===== config.mk =====
export PLATFORM = sky130hd
export DESIGN_NAME = double_ended_queue
export DESIGN_NICKNAME = d
export VERILOG_FILES = /design/src/rtl/dq_pkg.sv /design/src/rtl/double_ended_queue.sv
export SDC_FILE = /design/constraint.sdc
export NUM_CORES = 1
export LEC_CHECK = 0
export BUFFER_PORTS_ARGS = -buffer_cell sky130_fd_sc_hd__buf_2
export CAP_MARGIN = 5
export CORE_MARGIN = 1
export CORE_UTILIZATION = 39
export DETAILED_ROUTE_END_ITERATION = 7
export GPL_TIMING_DRIVEN = 0
export MAX_ROUTING_LAYER = met4
export PLACE_DENSITY = 0.53
export SYNTH_ARGS = -nofsm -noshare
export SYNTH_HDL_FRONTEND = slang
export SYNTH_SLANG_ARGS = --single-unit

===== constraint.sdc =====
create_clock -name clk_i -period 5.1 [get_ports clk_i]
set_clock_uncertainty 0.2 [all_clocks]
set_input_delay 1.02 -clock clk_i [delete_from_list [all_inputs] [get_ports clk_i]]
set_output_delay 1.02 -clock clk_i [all_outputs]
set_load 0.05 [all_outputs]

===== src/rtl/dq_pkg.sv =====
package dq_pkg;

  localparam int unsigned DepthDefault     = 16;
  localparam int unsigned DataWidthDefault = 32;

  localparam int unsigned ValueWidth = 32;

  typedef enum logic [1:0] {
    MODE_PUSH_FRONT   = 2'd0,
    MODE_POP_FRONT    = 2'd1,
    MODE_SHIFT_BACK   = 2'd2,
    MODE_UNSHIFT_BACK = 2'd3
  } mode_e;

  typedef enum logic [1:0] {
    STATUS_DONE  = 2'd0,
    STATUS_EMPTY = 2'd1,
    STATUS_FULL  = 2'd2
  } status_e;

  typedef struct packed {
    mode_e                 mode;
    logic [ValueWidth-1:0] value_in;
  } req_t;

  typedef struct packed {
    logic [ValueWidth-1:0] value_out;
    status_e               status;
    logic                  now_empty;
  } rsp_t;

endpackage


===== src/rtl/double_ended_queue.sv =====
// Latency: the result of an item is strobed on done_o in the cycle after start_i is taken.
// Throughput: one item per cycle; every item not refused touches the ring store exactly
// once, at the edge that accepts it, and removed words come from the store's registered read
// port. busy_o stays low, and the receiver cannot stall, so results never back up.
// Reset clears the front and back indices and the occupancy count; the ring store itself
// is not cleared, since only slots that hold queued words are ever read.
module double_ended_queue #(
  parameter int unsigned DEPTH      = dq_pkg::DepthDefault,
  parameter int unsigned DATA_WIDTH = dq_pkg::DataWidthDefault
) (
  input  logic        clk_i,
  input  logic        rst_ni,
  input  logic        start_i,
  output logic        busy_o,
  input  dq_pkg::req_t req_i,
  output logic        done_o,
  output dq_pkg::rsp_t rsp_o
);

  localparam int unsigned IdxW = $clog2(DEPTH);
  localparam int unsigned CntW = $clog2(DEPTH + 1);
  localparam logic [IdxW-1:0] IdxLast = IdxW'(DEPTH - 1);
  localparam logic [CntW-1:0] CntFull = CntW'(DEPTH);

  logic [DATA_WIDTH-1:0] mem [DEPTH];

  logic [IdxW-1:0] front_q, front_d;
  logic [IdxW-1:0] back_q, back_d;
  logic [CntW-1:0] count_q, count_d;

  logic done_q;
  logic is_read_q;
  dq_pkg::status_e status_q, status_d;
  logic now_empty_q;
  logic [DATA_WIDTH-1:0] rd_data_q;

  logic accept;
  logic is_full, is_empty;
  logic wr_en, rd_en;
  logic [IdxW-1:0] wr_addr, rd_addr;
  logic [IdxW-1:0] front_inc, front_dec, back_inc, back_dec;

  assign busy_o = 1'b0;
  assign accept = start_i && !busy_o;

  assign is_full  = (count_q == CntFull);
  assign is_empty = (count_q == '0);

  assign front_inc = (front_q == IdxLast) ? '0 : front_q + IdxW'(1);
  assign front_dec = (front_q == '0) ? IdxLast : front_q - IdxW'(1);
  assign back_inc  = (back_q == IdxLast) ? '0 : back_q + IdxW'(1);
  assign back_dec  = (back_q == '0) ? IdxLast : back_q - IdxW'(1);

  always_comb begin
    front_d  = front_q;
    back_d   = back_q;
    count_d  = count_q;
    status_d = dq_pkg::STATUS_DONE;
    wr_en    = 1'b0;
    rd_en    = 1'b0;
    wr_addr  = back_q;
    rd_addr  = front_q;
    if (accept) begin
      case (req_i.mode)
        dq_pkg::MODE_PUSH_FRONT: begin
          if (is_full) begin
            status_d = dq_pkg::STATUS_FULL;
          end else begin
            front_d = front_dec;
            wr_en   = 1'b1;
            wr_addr = front_dec;
            count_d = count_q + CntW'(1);
          end
        end
        dq_pkg::MODE_UNSHIFT_BACK: begin
          if (is_full) begin
            status_d = dq_pkg::STATUS_FULL;
          end else begin
            back_d  = back_inc;
            wr_en   = 1'b1;
            wr_addr = back_q;
            count_d = count_q + CntW'(1);
          end
        end
        dq_pkg::MODE_POP_FRONT: begin
          if (is_empty) begin
            status_d = dq_pkg::STATUS_EMPTY;
          end else begin
            front_d = front_inc;
            rd_en   = 1'b1;
            rd_addr = front_q;
            count_d = count_q - CntW'(1);
          end
        end
        dq_pkg::MODE_SHIFT_BACK: begin
          if (is_empty) begin
            status_d = dq_pkg::STATUS_EMPTY;
          end else begin
            back_d  = back_dec;
            rd_en   = 1'b1;
            rd_addr = back_dec;
            count_d = count_q - CntW'(1);
          end
        end
        default: begin
          status_d = dq_pkg::STATUS_DONE;
        end
      endcase
    end
  end

  // Ring store: one write port, one registered read port.
  always_ff @(posedge clk_i) begin
    if (wr_en) begin
      mem[wr_addr] <= DATA_WIDTH'(req_i.value_in);
    end
    if (rd_en) begin
      rd_data_q <= mem[rd_addr];
    end
  end

  always_ff @(posedge clk_i or negedge rst_ni) begin
    if (!rst_ni) begin
      front_q     <= '0;
      back_q      <= '0;
      count_q     <= '0;
      done_q      <= 1'b0;
      is_read_q   <= 1'b0;
      status_q    <= dq_pkg::STATUS_DONE;
      now_empty_q <= 1'b1;
    end else begin
      front_q     <= front_d;
      back_q      <= back_d;
      count_q     <= count_d;
      done_q      <= accept;
      is_read_q   <= rd_en;
      status_q    <= status_d;
      now_empty_q <= (count_d == '0);
    end
  end

  assign done_o          = done_q;
  assign rsp_o.value_out = is_read_q ? dq_pkg::ValueWidth'(rd_data_q) : '0;
  assign rsp_o.status    = status_q;
  assign rsp_o.now_empty = now_empty_q;

endmodule


### Word-level counts from Yosys, hierarchy flattened

Memories as Yosys holds them, arrays and structs flattened. A register that Yosys moved wholly into a read port is not among the register bits.
Cells that the tools add are included.
W data, S select, Z words.

* memories: 1
* bits of input ports: 37
* register bits after elaboration: 18
* bits in writable memories: 512

* multiplexer cells: 33
* reduce and logical (&&, ||, !) cells: 11
* $add $sub $neg: 6
* eq/ne operators: 10

Memories
* mem: depth 16, width 32, rd ports 1, clocked after memory_dff 1, wr ports 1, line double_ended_queue.sv:25 `logic [DATA_WIDTH-1:0] mem [DEPTH];`

Operator list (count)
* $mux W4: 14
* $mux W32: 1
* $pmux W4 S2: 2
* $mux W5: 3
* $logic_not A5 Y1: 2
* $pmux W5 S2: 1
* $mux W1: 9
* $add A4 B1 Y4 const B: 2
* $eq A4 B4 Y1 const B: 2
* $logic_not A4 Y1: 2
* $ne A2 B2 Y1 const B: 4
* $reduce_and A4 Y1: 2
* $sub A4 B1 Y4 const B: 2
* $add A5 B1 Y5 const B: 1
* $eq A5 B5 Y1 const B: 1
* $sub A5 B1 Y5 const B: 1
* $eq A2 B2 Y1 const B: 2
* $mux W2: 2
* $pmux W2 S2: 1
* $reduce_bool A2 Y1: 2
* $reduce_or A2 Y1: 2
* $eq A2 B1 Y1 const B: 1
* $logic_not A2 Y1: 1

### Longest topological paths before layout

Gate-level depths: netlist (run 1).

* word-level depth: 6
* gate-level depth with buffers: 13
* depth with buffers taken out: 9

### Worst setup path before layout (run 1)

OpenSTA, ideal clock, no wires.

* path type: input-to-reg
* from: input req_i[32] (netlist name)
* to: memory mem[0][0] (netlist name) (enable)
* path buffers: 0
* cell stages on the path: 7
* required time: 4.479 ns
* data arrival time: 3.660 ns
* library setup time: 0.421 ns
* path slack: 0.819 ns
* cells stage by stage: inv_1 -> ha_1 -> nand2_1 -> a21oi_1 -> mux2_2 -> or2_2 -> nor2_1

* longest elaborated chain between the ends: 6
* elaborated cells between the ends (all ways): 9
* those cells by class: eq/ne (1); mux (6); reduce/logical (2)

RTL lines
* start: declaration: line double_ended_queue.sv:15 `input dq_pkg::req_t req_i,`
* $eq A2 B2 Y1 or $logic_not A2 Y1 (tied branches): line double_ended_queue.sv:64 `case (req_i.mode)`
* $reduce_or A2 Y1 (no line)
* $mux W1
* $mux W1: line double_ended_queue.sv:63 `if (accept) begin`
* $mux W1: line double_ended_queue.sv:114 `if (wr_en) begin`
* $mux W1 (implied by the code): line double_ended_queue.sv:115 `mem[wr_addr] <= DATA_WIDTH'(req_i.value_in);`
* end: declaration: line double_ended_queue.sv:25

Several ways; a longest one is shown, not always the timed one.

### Final worst setup path (run 1)

* from: register count_q[1]
* to: register rd_data_q[29], read port of mem, data pin

* longest elaborated chain between the ends: 4
* elaborated cells between the ends (all ways): 7
* those cells by class: mux (6); reduce/logical (1)

RTL lines
* start: declaration: line double_ended_queue.sv:29 `logic [CntW-1:0] count_q, count_d;`
* start signal: assignment: line double_ended_queue.sv:134 `count_q <= count_d;`
* $logic_not A5 Y1 *: line double_ended_queue.sv:47 `assign is_empty = (count_q == '0);`
* $mux W4 or $mux W1 (tied branches): line double_ended_queue.sv:96, double_ended_queue.sv:86
* $mux W4 or $mux W1 (tied branches)
* $mux W4 or $mux W1 (tied branches): line double_ended_queue.sv:63
* end: declaration: line double_ended_queue.sv:35 `logic [DATA_WIDTH-1:0] rd_data_q;`

Mark *: on every way between the ends. The rest lies on a longest branch, timed or not.
A chain may end at the register's enable or synchronous reset.

==> results of run 1 <==
stage by stage:
stage	hold WS, ps	TNS (ps)
floorplan	324	0
global placement	388	-541310
detailed placement	367	0
CTS	136	0
global route	169	0
finish	155	0
logic make-up (layout without fill, tap and decap cells):
family	count (synthesis)	count (layout)
adder cells (fa/ha/maj)	10	10
AO/OA/AOI/OAI	245	245
AND/OR/NAND/NOR	438	438
other	1	1
multiplexers	100	100
flip-flops	562	562
XOR/XNOR	8	8
buffers and inverters	106	297
registers in the layout, summed over array words and instances, names as in the netlist:
name         flops
count_q          5
is_read_q        1
back_q           4
rd_data_q       32
status_q         2
now_empty_q      1
mem            512
done_o           1
front_q          4
how the worst max path moves through the flow:
stage	startpoint	to	slack, ps	depth (start not counted)
3_5_place_dp	req_i[32]	rd_data_q[4]	580	10
3_3_place_gp	start_i	mem[4][14]	-1310	7
6_report	count_q[1]	rd_data_q[29]	1070	11
2_1_floorplan	req_i[32]	mem[0][0]	820	7
5_1_grt	count_q[1]	mem[6][28]	940	8
4_1_cts	back_q[0]	rd_data_q[4]	1080	8
per-layer routing:
metal  share of wire  up-vias  track usage
met1            0.45     6703        0.280
met3           0.040       82       0.0229
met2            0.49      320        0.332
met5               0        -            -
met4           0.021        0       0.0568
li1                -     5976            -
layout make-up:
type | instances | area, µm²
buffer | 90 | 442
clock buffer | 76 | 1520
clock inverter | 26 | 145
fill | 5070 | 31400
inverter | 16 | 60.1
multi-input combinational | 802 | 5530
sequential | 562 | 16800
tap | 765 | 957
timing repair buffer | 89 | 716
cells in the mapped netlist, types with 2 or more instances:
master / instances / area share
a221oi_2: 30 / 0.020
and2_1: 33 / 0.0091
mux2i_1: 67 / 0.030
o32ai_1: 2 / 0.00077
nand3_1: 39 / 0.0086
o32a_1: 3 / 0.0013
buf_1: 3 / 0.00050
nor3_1: 4 / 0.00088
or3_1: 3 / 0.00083
o2111ai_1: 2 / 0.00077
o21ai_0: 20 / 0.0044
nor3b_1: 2 / 0.00066
dfrtp_1: 17 / 0.019
nor4_1: 2 / 0.00055
nand2_1: 309 / 0.051
inv_1: 16 / 0.0026
nand4_1: 3 / 0.00083
a21oi_1: 61 / 0.013
buf_2: 35 / 0.0077
clkbuf_1: 41 / 0.0068
nand2b_1: 3 / 0.00083
a211oi_1: 32 / 0.011
xor2_1: 4 / 0.0015
o311ai_1: 23 / 0.0089
nand4b_1: 2 / 0.00077
buf_4: 6 / 0.0020
mux4_2: 31 / 0.031
buf_6: 5 / 0.0025
nor2b_1: 4 / 0.0011
a22oi_1: 3 / 0.00099
or2_2: 3 / 0.00083
xnor2_1: 4 / 0.0015
nor2_1: 27 / 0.0045
ha_1: 10 / 0.0055
o22ai_1: 33 / 0.0091
a21o_1: 4 / 0.0013
a32o_1: 24 / 0.011
edfxtp_1: 544 / 0.72
critical path, stage by stage, from the launching register on:
cell	delay [ps]
dfrtp_1	420
inv_1	100
ha_1	250
nor4b_4	400
nor2_1	150
buf_6	170
nand2_1	90
o32a_1	360
clkbuf_1	740
o22ai_1	270
a221oi_1	310
o311ai_1	240
power by group through the flow:
stage               logic (mW)  clock network, mW  registers (mW)
finish                    4.71               3.82            5.65
global route              5.08               4.07            5.68
CTS                       4.78               3.90            5.65
detailed placement        4.76                  0            5.74
global placement          4.59                  0            5.76
floorplan                 3.05                  0            5.73
==> summary.txt, run 1 <==
Run status
  • Outcome: finished clean

Yosys
  • Mux contribution to synthesized area: 0.0615
  • Combinational family with the most area after synthesis: compound AO/OA/AOI/OAI gates
  • XOR/XNOR Fraction of Synth Area: 0.00309
  • Syn. warnings: 0
  • Post-synth EDFFs: 544
  • Syn Nets: 1517
  • Post-Synth Simple-Gate Area: 0.0828
  • #FFs+latches synth: 562
  • Predominant post-synthesis flop cell: edfxtp_1
  • Number of distinct library cells after synthesis: 54
  • Complex-gate fraction of the synthesized area: 0.0849
  • Synth Cell Area: 0.0227 mm²
  • Synth Area in Adders: 0.00551
  • Post-Syn Instances: 1470
  • Average size of a mapped cell: 15.4 µm²
  • Async SR Flop Fraction: 0.0320
  • Seq/Total Area, Yosys: 0.740

Clock network
  • Post CTS Setup Buffer Count: 0
  • CTS Buffer Depth: 3
  • Clock Latency Late Sink: 620 ps
  • Clk sinks: 562
  • Hold_buf cts: 0
  • Num CTS Buffers: 56
  • Htree depth: 2
  • Root Buffer: clkbuf_16
  • TritonCTS clock tree: yes
  • Post-CTS resize count: 0
  • Worst-path clk slew: 60 ps

STA
  • Final setup violation count: 0
  • Final WS setup: 1070 ps
  • Max-slew headroom: 0.313
  • Fin crit share: 0.791
  • Tmin final: 4030 ps
  • Endpoints failing hold: 0
  • Max Fclk: 248 MHz
  • Final slew viol count: 0
  • RSZ-0062 raised after global routing: no
  • Worst-Margin Slew: 1030 ps

Pwr
  • Max rail drop VDD: 0.262 mV
  • P_int: 9.22 mW
  • Pwr Total: 14.2 mW
  • Comb pwr share: 0.332
  • Switch Pwr: 4.96 mW
  • Clk pwr share: 0.270
  • PD cells: 542 mW/mm²
  • Lkg Pwr: 9.03 nW
  • Switching part of the total: 0.350
  • Reg power frac: 0.398

Floorplanning
  • Die X: 243 µm
  • Die area: 0.0591 mm²
  • Core region area: 0.0576 mm²
  • Std cell rows: 88
  • Die H: 243 µm
  • I/O pins: 74
  • Initial Utilization: 0.394

Placed design
  • Cell total after placement: 2324
  • I/O Buffers: 72
  • Placed inst area: 0.0245 mm²
  • Detail Placement HPWL: 38400 µm
  • Place WS: 580 ps
  • RD Place Congestion: 0.832

Routing
  • WL/cell: 24.3 µm
  • Vias post-DR: 13100
  • DRT Wirelength: 58900 µm
  • DR DRC count: 0
  • DR pass1 iterations: 5
  • Via density: 5.39
  • DR iter-0 viols: 1083
  • Detail Route Antenna Nets: 0

Worst setup path
  • R2R depth: 11
  • Critical Path Source Type: flop
  • Worst Path Required: 5190 ps
  • Crit Path Class: flop to flop
  • Setup crit end kind: flop
  • Reg-to-Reg End: rd_data_q[29]
  • Crit path DAT: 4120 ps
  • Crit path max fanout: 10
  • R2R Setup Slk: 1070 ps
  • Reg2Reg Launch Point: count_q[1]

Final layout
  • Fin cells: 2426
  • Most frequent cells in the layout: edfxtp_1, nand2_1, buf_2, mux2i_1, a21oi_1
  • Final net count: 1664
  • Ant. Diodes: 0
  • Fin util: 0.454
  • Post-route cell area: 0.0262 mm²
  • Layout cells sized above 1: 0.173
  • Commonest non-fill, non-tap cell in the layout: edfxtp_1
  • Area growth syn-to-layout: 15.3%

Global routing
  • Total GRT Usage: 0.207
  • Initial antenna violation count: 0
  • First-pass GRT wire length: 87300 µm
  • Vias in the first global route: 13200
  • Largest net degree at the start of global routing: 24
  • GRT Residual Overflow: 0

Job
  • MaxCap Viol Count: 0

Hold path
  • Hold crit path type: input port to async pin
Note: power is estimated with default switching activity, not from simulation.
==> inputs of run 2 (changes only) <==
ABC_AREA = 1   (was unset)
clock period = 3.8 ns   (was 5.1 ns; I/O delays follow)
==> run 2 against run 1 <==
Against the previous run:
- highest routed layer unchanged
- combinational power rose by 70%
- critical endpoint is now rd_data_q[12]
- utilization rose by 0.64 points
- critical path type unchanged
- worst hold slack improved by 26 ps
- fmax rose by 13%
- total power rose by 52%
- clock-buffer cell count rose by 7
==> summary.txt, run 2 <==
Run status
  • Outcome: finished clean

Final layout
  • Max reg flops: 512
  • Ant. Diodes: 0
  • Post-route cell area: 0.0292 mm²
  • Register area: 0.0168 mm²
  • Area growth syn-to-layout: 15.9%
  • Commonest non-fill, non-tap cell in the layout: nand3_1
  • Filler cell count: 5815
  • Most frequent cells in the layout: nand3_1, edfxtp_1, inv_1, nand2_1, buf_2
  • Fin cells: 3435
  • Layout cells sized above 1: 0.121
  • Fin util: 0.461
  • Final net count: 2587
  • Biggest register: mem
  • Biggest regs: mem x512, rd_data_q x32, count_q x5
  • Footprint of the multi-input gates: 0.00600 mm²

Global routing
  • Total GRT Usage: 0.253
  • Vias in the first global route: 17300
  • Initial antenna violation count: 0
  • Largest net degree at the start of global routing: 21
  • First-pass GRT wire length: 117000 µm
  • GRT Residual Overflow: 0

Placed design
  • Cell total after placement: 3315
  • RD Place Congestion: 0.866
  • Placed inst area: 0.0271 mm²
  • Detail Placement HPWL: 52400 µm
  • I/O Buffers: 72
  • Place WS: 44.7 ps

STA
  • Endpoints failing hold: 0
  • RSZ-0062 raised after global routing: no
  • Max-slew headroom: 0.298
  • Final WS setup: 231 ps
  • Setup TNS: 0 ps
  • Final hold slack: 181 ps
  • Max Fclk: 280 MHz
  • Worst-Margin Slew: 1050 ps
  • Final setup violation count: 0
  • Tmin final: 3570 ps
  • Fin crit share: 0.939
  • Final slew viol count: 0

Yosys
  • Top-count cell post-synth: nand3_1
  • Synth Cell Area: 0.0252 mm²
  • Post-synth top area cell: edfxtp_1
  • Seq/Total Area, Yosys: 0.666
  • Async SR Flop Fraction: 0.0320
  • Average size of a mapped cell: 10.6 µm²
  • Syn Nets: 2427
  • Post-synth EDFFs: 544
  • Number of distinct library cells after synthesis: 31
  • #FFs+latches synth: 562
  • Top cells by area, synth: edfxtp_1, nand3_1, inv_1
  • Predominant post-synthesis flop cell: edfxtp_1
  • Post-synth top area share: 0.648
  • Top cells by count, synth: nand3_1, edfxtp_1, inv_1, nand2_1, nand3b_1
  • Post-Syn Instances: 2380
  • Syn. warnings: 0

Routing
  • Via density: 5.24
  • Met3 wire len: 6480 µm
  • DRT Wirelength: 80200 µm
  • DR iter-0 viols: 2136
  • DR pass1 iterations: 6
  • Met1 wire length: 33900 µm
  • Detail Route Antenna Nets: 0
  • Top layer in use: met4
  • WL/cell: 23.3 µm
  • DR DRC count: 0
  • WL met2: 37100 µm
  • Vias post-DR: 18000

Worst setup path
  • CP cell instances: inv_1, ha_1, a21oi_1, o21ai_0, o21ai_1, inv_1, clkbuf_1, nand3_1, nand2_1
  • Setup crit end kind: flop
  • Most frequent CP cell: inv_1
  • Worst Path Required: 3930 ps
  • Max incr delay on CP: 720 ps
  • Critical Path Source Type: flop
  • Crit Path Class: flop to flop
  • WP buf/inv: 3
  • Family with the most delay on the worst path: compound AO/OA/AOI/OAI gates
  • Crit path DAT: 3700 ps
  • Crit path max fanout: 10
  • Critical path's slowest cell: o21ai_1

Clock network
  • Root Buffer: clkbuf_16
  • Post-CTS resize count: 0
  • TritonCTS clock tree: yes
  • CTS Buffer Depth: 3
  • Clk sinks: 562
  • Htree depth: 3
  • Num CTS Buffers: 66
  • Worst-path clk slew: 60 ps
  • Clock Latency Late Sink: 610 ps

Pwr
  • Clk pwr share: 0.281
  • Max rail drop VDD: 0.514 mV
  • Lkg Pwr: 12.3 nW
  • Reg power frac: 0.349
  • Switch Pwr: 8.56 mW
  • PD cells: 740 mW/mm²
  • Comb pwr share: 0.370
  • Switching part of the total: 0.396
  • Pwr Total: 21.6 mW
  • P_int: 13.1 mW

Job
  • MaxCap Viol Count: 0

Hold path
  • Hold crit path type: input port to flop

Floorplanning
  • I/O pins: 74
  • Initial Utilization: 0.397
  • Core region area: 0.0634 mm²
  • Die area: 0.0656 mm²
  • Die H: 256 µm
  • Std cell rows: 92
  • Die X: 256 µm
[run 2: cell type report]
type / count / area share
Clock buffer: 83 / 0.0609
Inverter: 487 / 0.0626
Multi-Input combinational cell: 1193 / 0.205
Tap cell: 846 / 0.0362
Clock inverter: 34 / 0.00891
Timing Repair Buffer: 92 / 0.0267
Buffer: 138 / 0.0247
Sequential cell: 562 / 0.575
[run 2: worst reg2reg max path: stages (launching register included)]
cell and delay [ps]:
dfrtp_1 410, inv_1 130, ha_1 280, a21oi_1 180
o21ai_0 200, o21ai_1 720, inv_1 350, clkbuf_1 430
nand3_1 310, nand2_1 100
[run 2: power by group through the flow]
stage / Sequential [mW] / Clock (mW) / Combinational (mW)
6_report: 7.54 / 6.08 / 7.99
5_1_grt: 7.59 / 6.38 / 8.56
4_1_cts: 7.54 / 6.16 / 7.92
3_5_place_dp: 7.67 / 0 / 7.88
3_3_place_gp: 7.69 / 0 / 7.62
2_1_floorplan: 7.65 / 0 / 4.63
[run 2: logic make-up (layout without fill, tap and decap cells)]
logic type | count (synthesis) | after routing | share of synthesized area
xor+xnor | 8 | 8 | 0.00278
buf+inv | 625 | 834 | 0.101
fa+ha+maj | 10 | 10 | 0.00496
flops | 562 | 562 | 0.666
other cells | 1 | 1 | 0.000149
simple gates | 1131 | 1131 | 0.216
compound gates | 43 | 43 | 0.00909
[run 2: path summary, 6_finish.rpt]
check / slack, ps / endpoint / startpoint / cells after the start
setup / recovery: 230 / rd_data_q[12] / back_q[0] / 9
hold / removal: 180 / done_o / start_i / 1
setup reg to reg: 230 / rd_data_q[12] / back_q[0] / 9
hold reg to reg: 390 / count_q[1] / count_q[1] / 2
max in group asynchronous: 2630 / now_empty_q / rst_ni / 2
min in group asynchronous: 440 / back_q[1] / rst_ni / 2
[run 2: timing repair]
| item | in CTS | in global routing |
|---|---|---|
| hold buffers | 1 | 0 |
| endpoints found under the setup margin | 0 | 22 |
| hold endpoints to repair | 17 | 0 |
| setup buffers | 0 | 2 |
[run 2: layer usage]
layer	vias to the layer above	track usage
met1	8756	0.336
met5	-	-
met4	0	0.0945
li1	8252	-
met3	178	0.0392
met2	814	0.394
==> inputs of run 3 (changes only) <==
CORE_MARGIN = 4   (was 1)
PLACE_DENSITY = 0.6   (was 0.53)
==> run 3 against run 2 <==
Against the previous run:
- utilization down 0.59 points
- global-route usage down 2.7 points
- non-clock buffer count down 2
- die area up 4.7%
- worst setup slack worse by 17 ps
- routed wire length down 3.3%
- critical path type unchanged
- largest cell class unchanged
- largest power group unchanged
- highest routed layer unchanged
==> summary.txt, run 3 (same netlist as run 2, synthesis figures left out) <==
Global routing
  • Largest net degree at the start of global routing: 24
  • First-pass GRT wire length: 114000 µm
  • Initial antenna violation count: 1
  • GRT Residual Overflow: 0
  • Total GRT Usage: 0.226
  • Vias in the first global route: 17700

STA
  • Tmin final: 3590 ps
  • Max Fclk: 279 MHz
  • Worst-Margin Slew: 1040 ps
  • RSZ-0062 raised after global routing: no
  • Endpoints failing hold: 0
  • Final slew viol count: 0
  • Final hold slack: 146 ps
  • Max-slew headroom: 0.310
  • Final setup violation count: 0
  • Fin crit share: 0.944

Routing
  • WL/cell: 22.7 µm
  • Via density: 5.29
  • DR pass1 iterations: 5
  • Vias post-DR: 18100
  • DRT Wirelength: 77600 µm
  • DR iter-0 viols: 2247
  • Detail Route Antenna Nets: 0
  • DR DRC count: 0

Worst setup path
  • Reg-to-Reg End: rd_data_q[12]
  • Max incr delay on CP: 760 ps
  • Crit Path Class: flop to flop
  • Most frequent CP cell: inv_1
  • Setup crit end kind: flop
  • Critical Path Source Type: flop
  • Worst Path Required: 3960 ps
  • R2R depth: 9
  • Critical path's slowest cell: o21ai_1
  • Crit path max fanout: 10
  • Crit path DAT: 3740 ps
  • Reg2Reg Launch Point: back_q[0]
  • R2R Setup Slk: 210 ps
  • CP cell instances: inv_1, ha_1, a21oi_1, o21ai_0, o21ai_1, inv_1, clkbuf_1, nand3_1, nand2_1

Clock network
  • Htree depth: 2
  • Num CTS Buffers: 59
  • Clk sinks: 562
  • Worst-path clk slew: 60 ps
  • CTS Buffer Depth: 3
  • Post CTS Setup Buffer Count: 0
  • Root Buffer: clkbuf_16
  • TritonCTS clock tree: yes
  • Clock Latency Late Sink: 620 ps

Floorplanning
  • Die X: 262 µm
  • Initial Utilization: 0.397
  • Std cell rows: 92
  • Core region area: 0.0635 mm²
  • Die H: 262 µm
  • I/O pins: 74
  • Die area: 0.0688 mm²

Final layout
  • Post-route cell area: 0.0289 mm²
  • Most frequent cells in the layout: nand3_1, edfxtp_1, inv_1, nand2_1, buf_2
  • Biggest regs: mem x512, rd_data_q x32, count_q x5
  • Footprint of the multi-input gates: 0.00600 mm²
  • Filler cell count: 5870
  • Biggest register: mem
  • Register area: 0.0168 mm²
  • Final net count: 2578
  • Area growth syn-to-layout: 14.6%
  • Max reg flops: 512
  • Commonest non-fill, non-tap cell in the layout: nand3_1
  • Layout cells sized above 1: 0.116

Pwr
  • PD cells: 718 mW/mm²
  • Max rail drop VDD: 0.620 mV
  • Lkg Pwr: 12.2 nW

Hold path
  • Hold crit path type: input port to flop
  • WHS Path Cells: 1
  • Hold EP: done_o
  • Worst Hold Launch: start_i

Placed design
  • RD Place Congestion: 0.859
  • Detail Placement HPWL: 50900 µm
  • I/O Buffers: 72
  • Placed inst area: 0.0272 mm²

Job
  • MaxCap Viol Count: 0

Run status
  • Outcome: finished clean
## run 3: layout make-up
cell class / count / share of cell area
antenna: 2 / 0.000173
buffer: 138 / 0.0249
clock buffer: 71 / 0.0527
clock inverter: 30 / 0.00641
inverter: 487 / 0.0633
multi-input combinational: 1193 / 0.208
sequential: 562 / 0.581
tap: 846 / 0.0366
timing repair buffer: 90 / 0.0272
## run 3: how the worst max path moves through the flow
stage                     from       endpoint  slack [ps]  cells past startpoint
floorplan            req_i[32]      mem[0][0]         130                      8
global placement     req_i[32]     mem[3][16]       -1930                     10
detailed placement   req_i[32]  rd_data_q[12]          90                     10
CTS                 count_q[0]     mem[9][21]         260                     13
global route        count_q[0]     mem[9][21]          80                     13
finish               back_q[0]  rd_data_q[12]         210                      9
## run 3: per-stage QoR
stage                     setup WS [ps]   util  power [mW]  TNS, ps  std cells
after floorplan                     130      -        12.3        0       2380
after global placement            -1930  0.419        15.2  -920180       3298
after detailed placement           85.4  0.428        15.4        0       3315
after CTS                           260  0.455        20.7        0       3417
after global routing               79.8  0.455        21.7        0       3419
final                               214  0.455        20.8        0       3419
## run 3: worst max-delay path: cells and delay by family, from the launching register on
kind	cells	cell delay, ps
simple gates	2	420
fa+ha+maj	1	270
buf+inv	3	890
flops	1	420
compound gates	3	1110
## run 3: what timing repair did
item / 4_1_cts / 5_1_grt
resized for setup: 0 / 1
hold buffers: 1 / 0
setup endpoints to repair: 0 / 6
endpoints found under the hold margin: 17 / 0
## run 3: per-layer routing
metal  GRT usage  vias up  share of wire
met5           -        -              0
met4      0.0911        0          0.042
met3      0.0474      191          0.090
met2       0.352      883           0.46
met1       0.291     8789           0.41
li1            -     8222              -
## run 3: power by group
| group | switching [mW] | internal, mW |
|---|---|---|
| Combinational | 5.81 | 2.10 |
| Sequential | 0.154 | 7.39 |
| Clock | 2.37 | 2.94 |
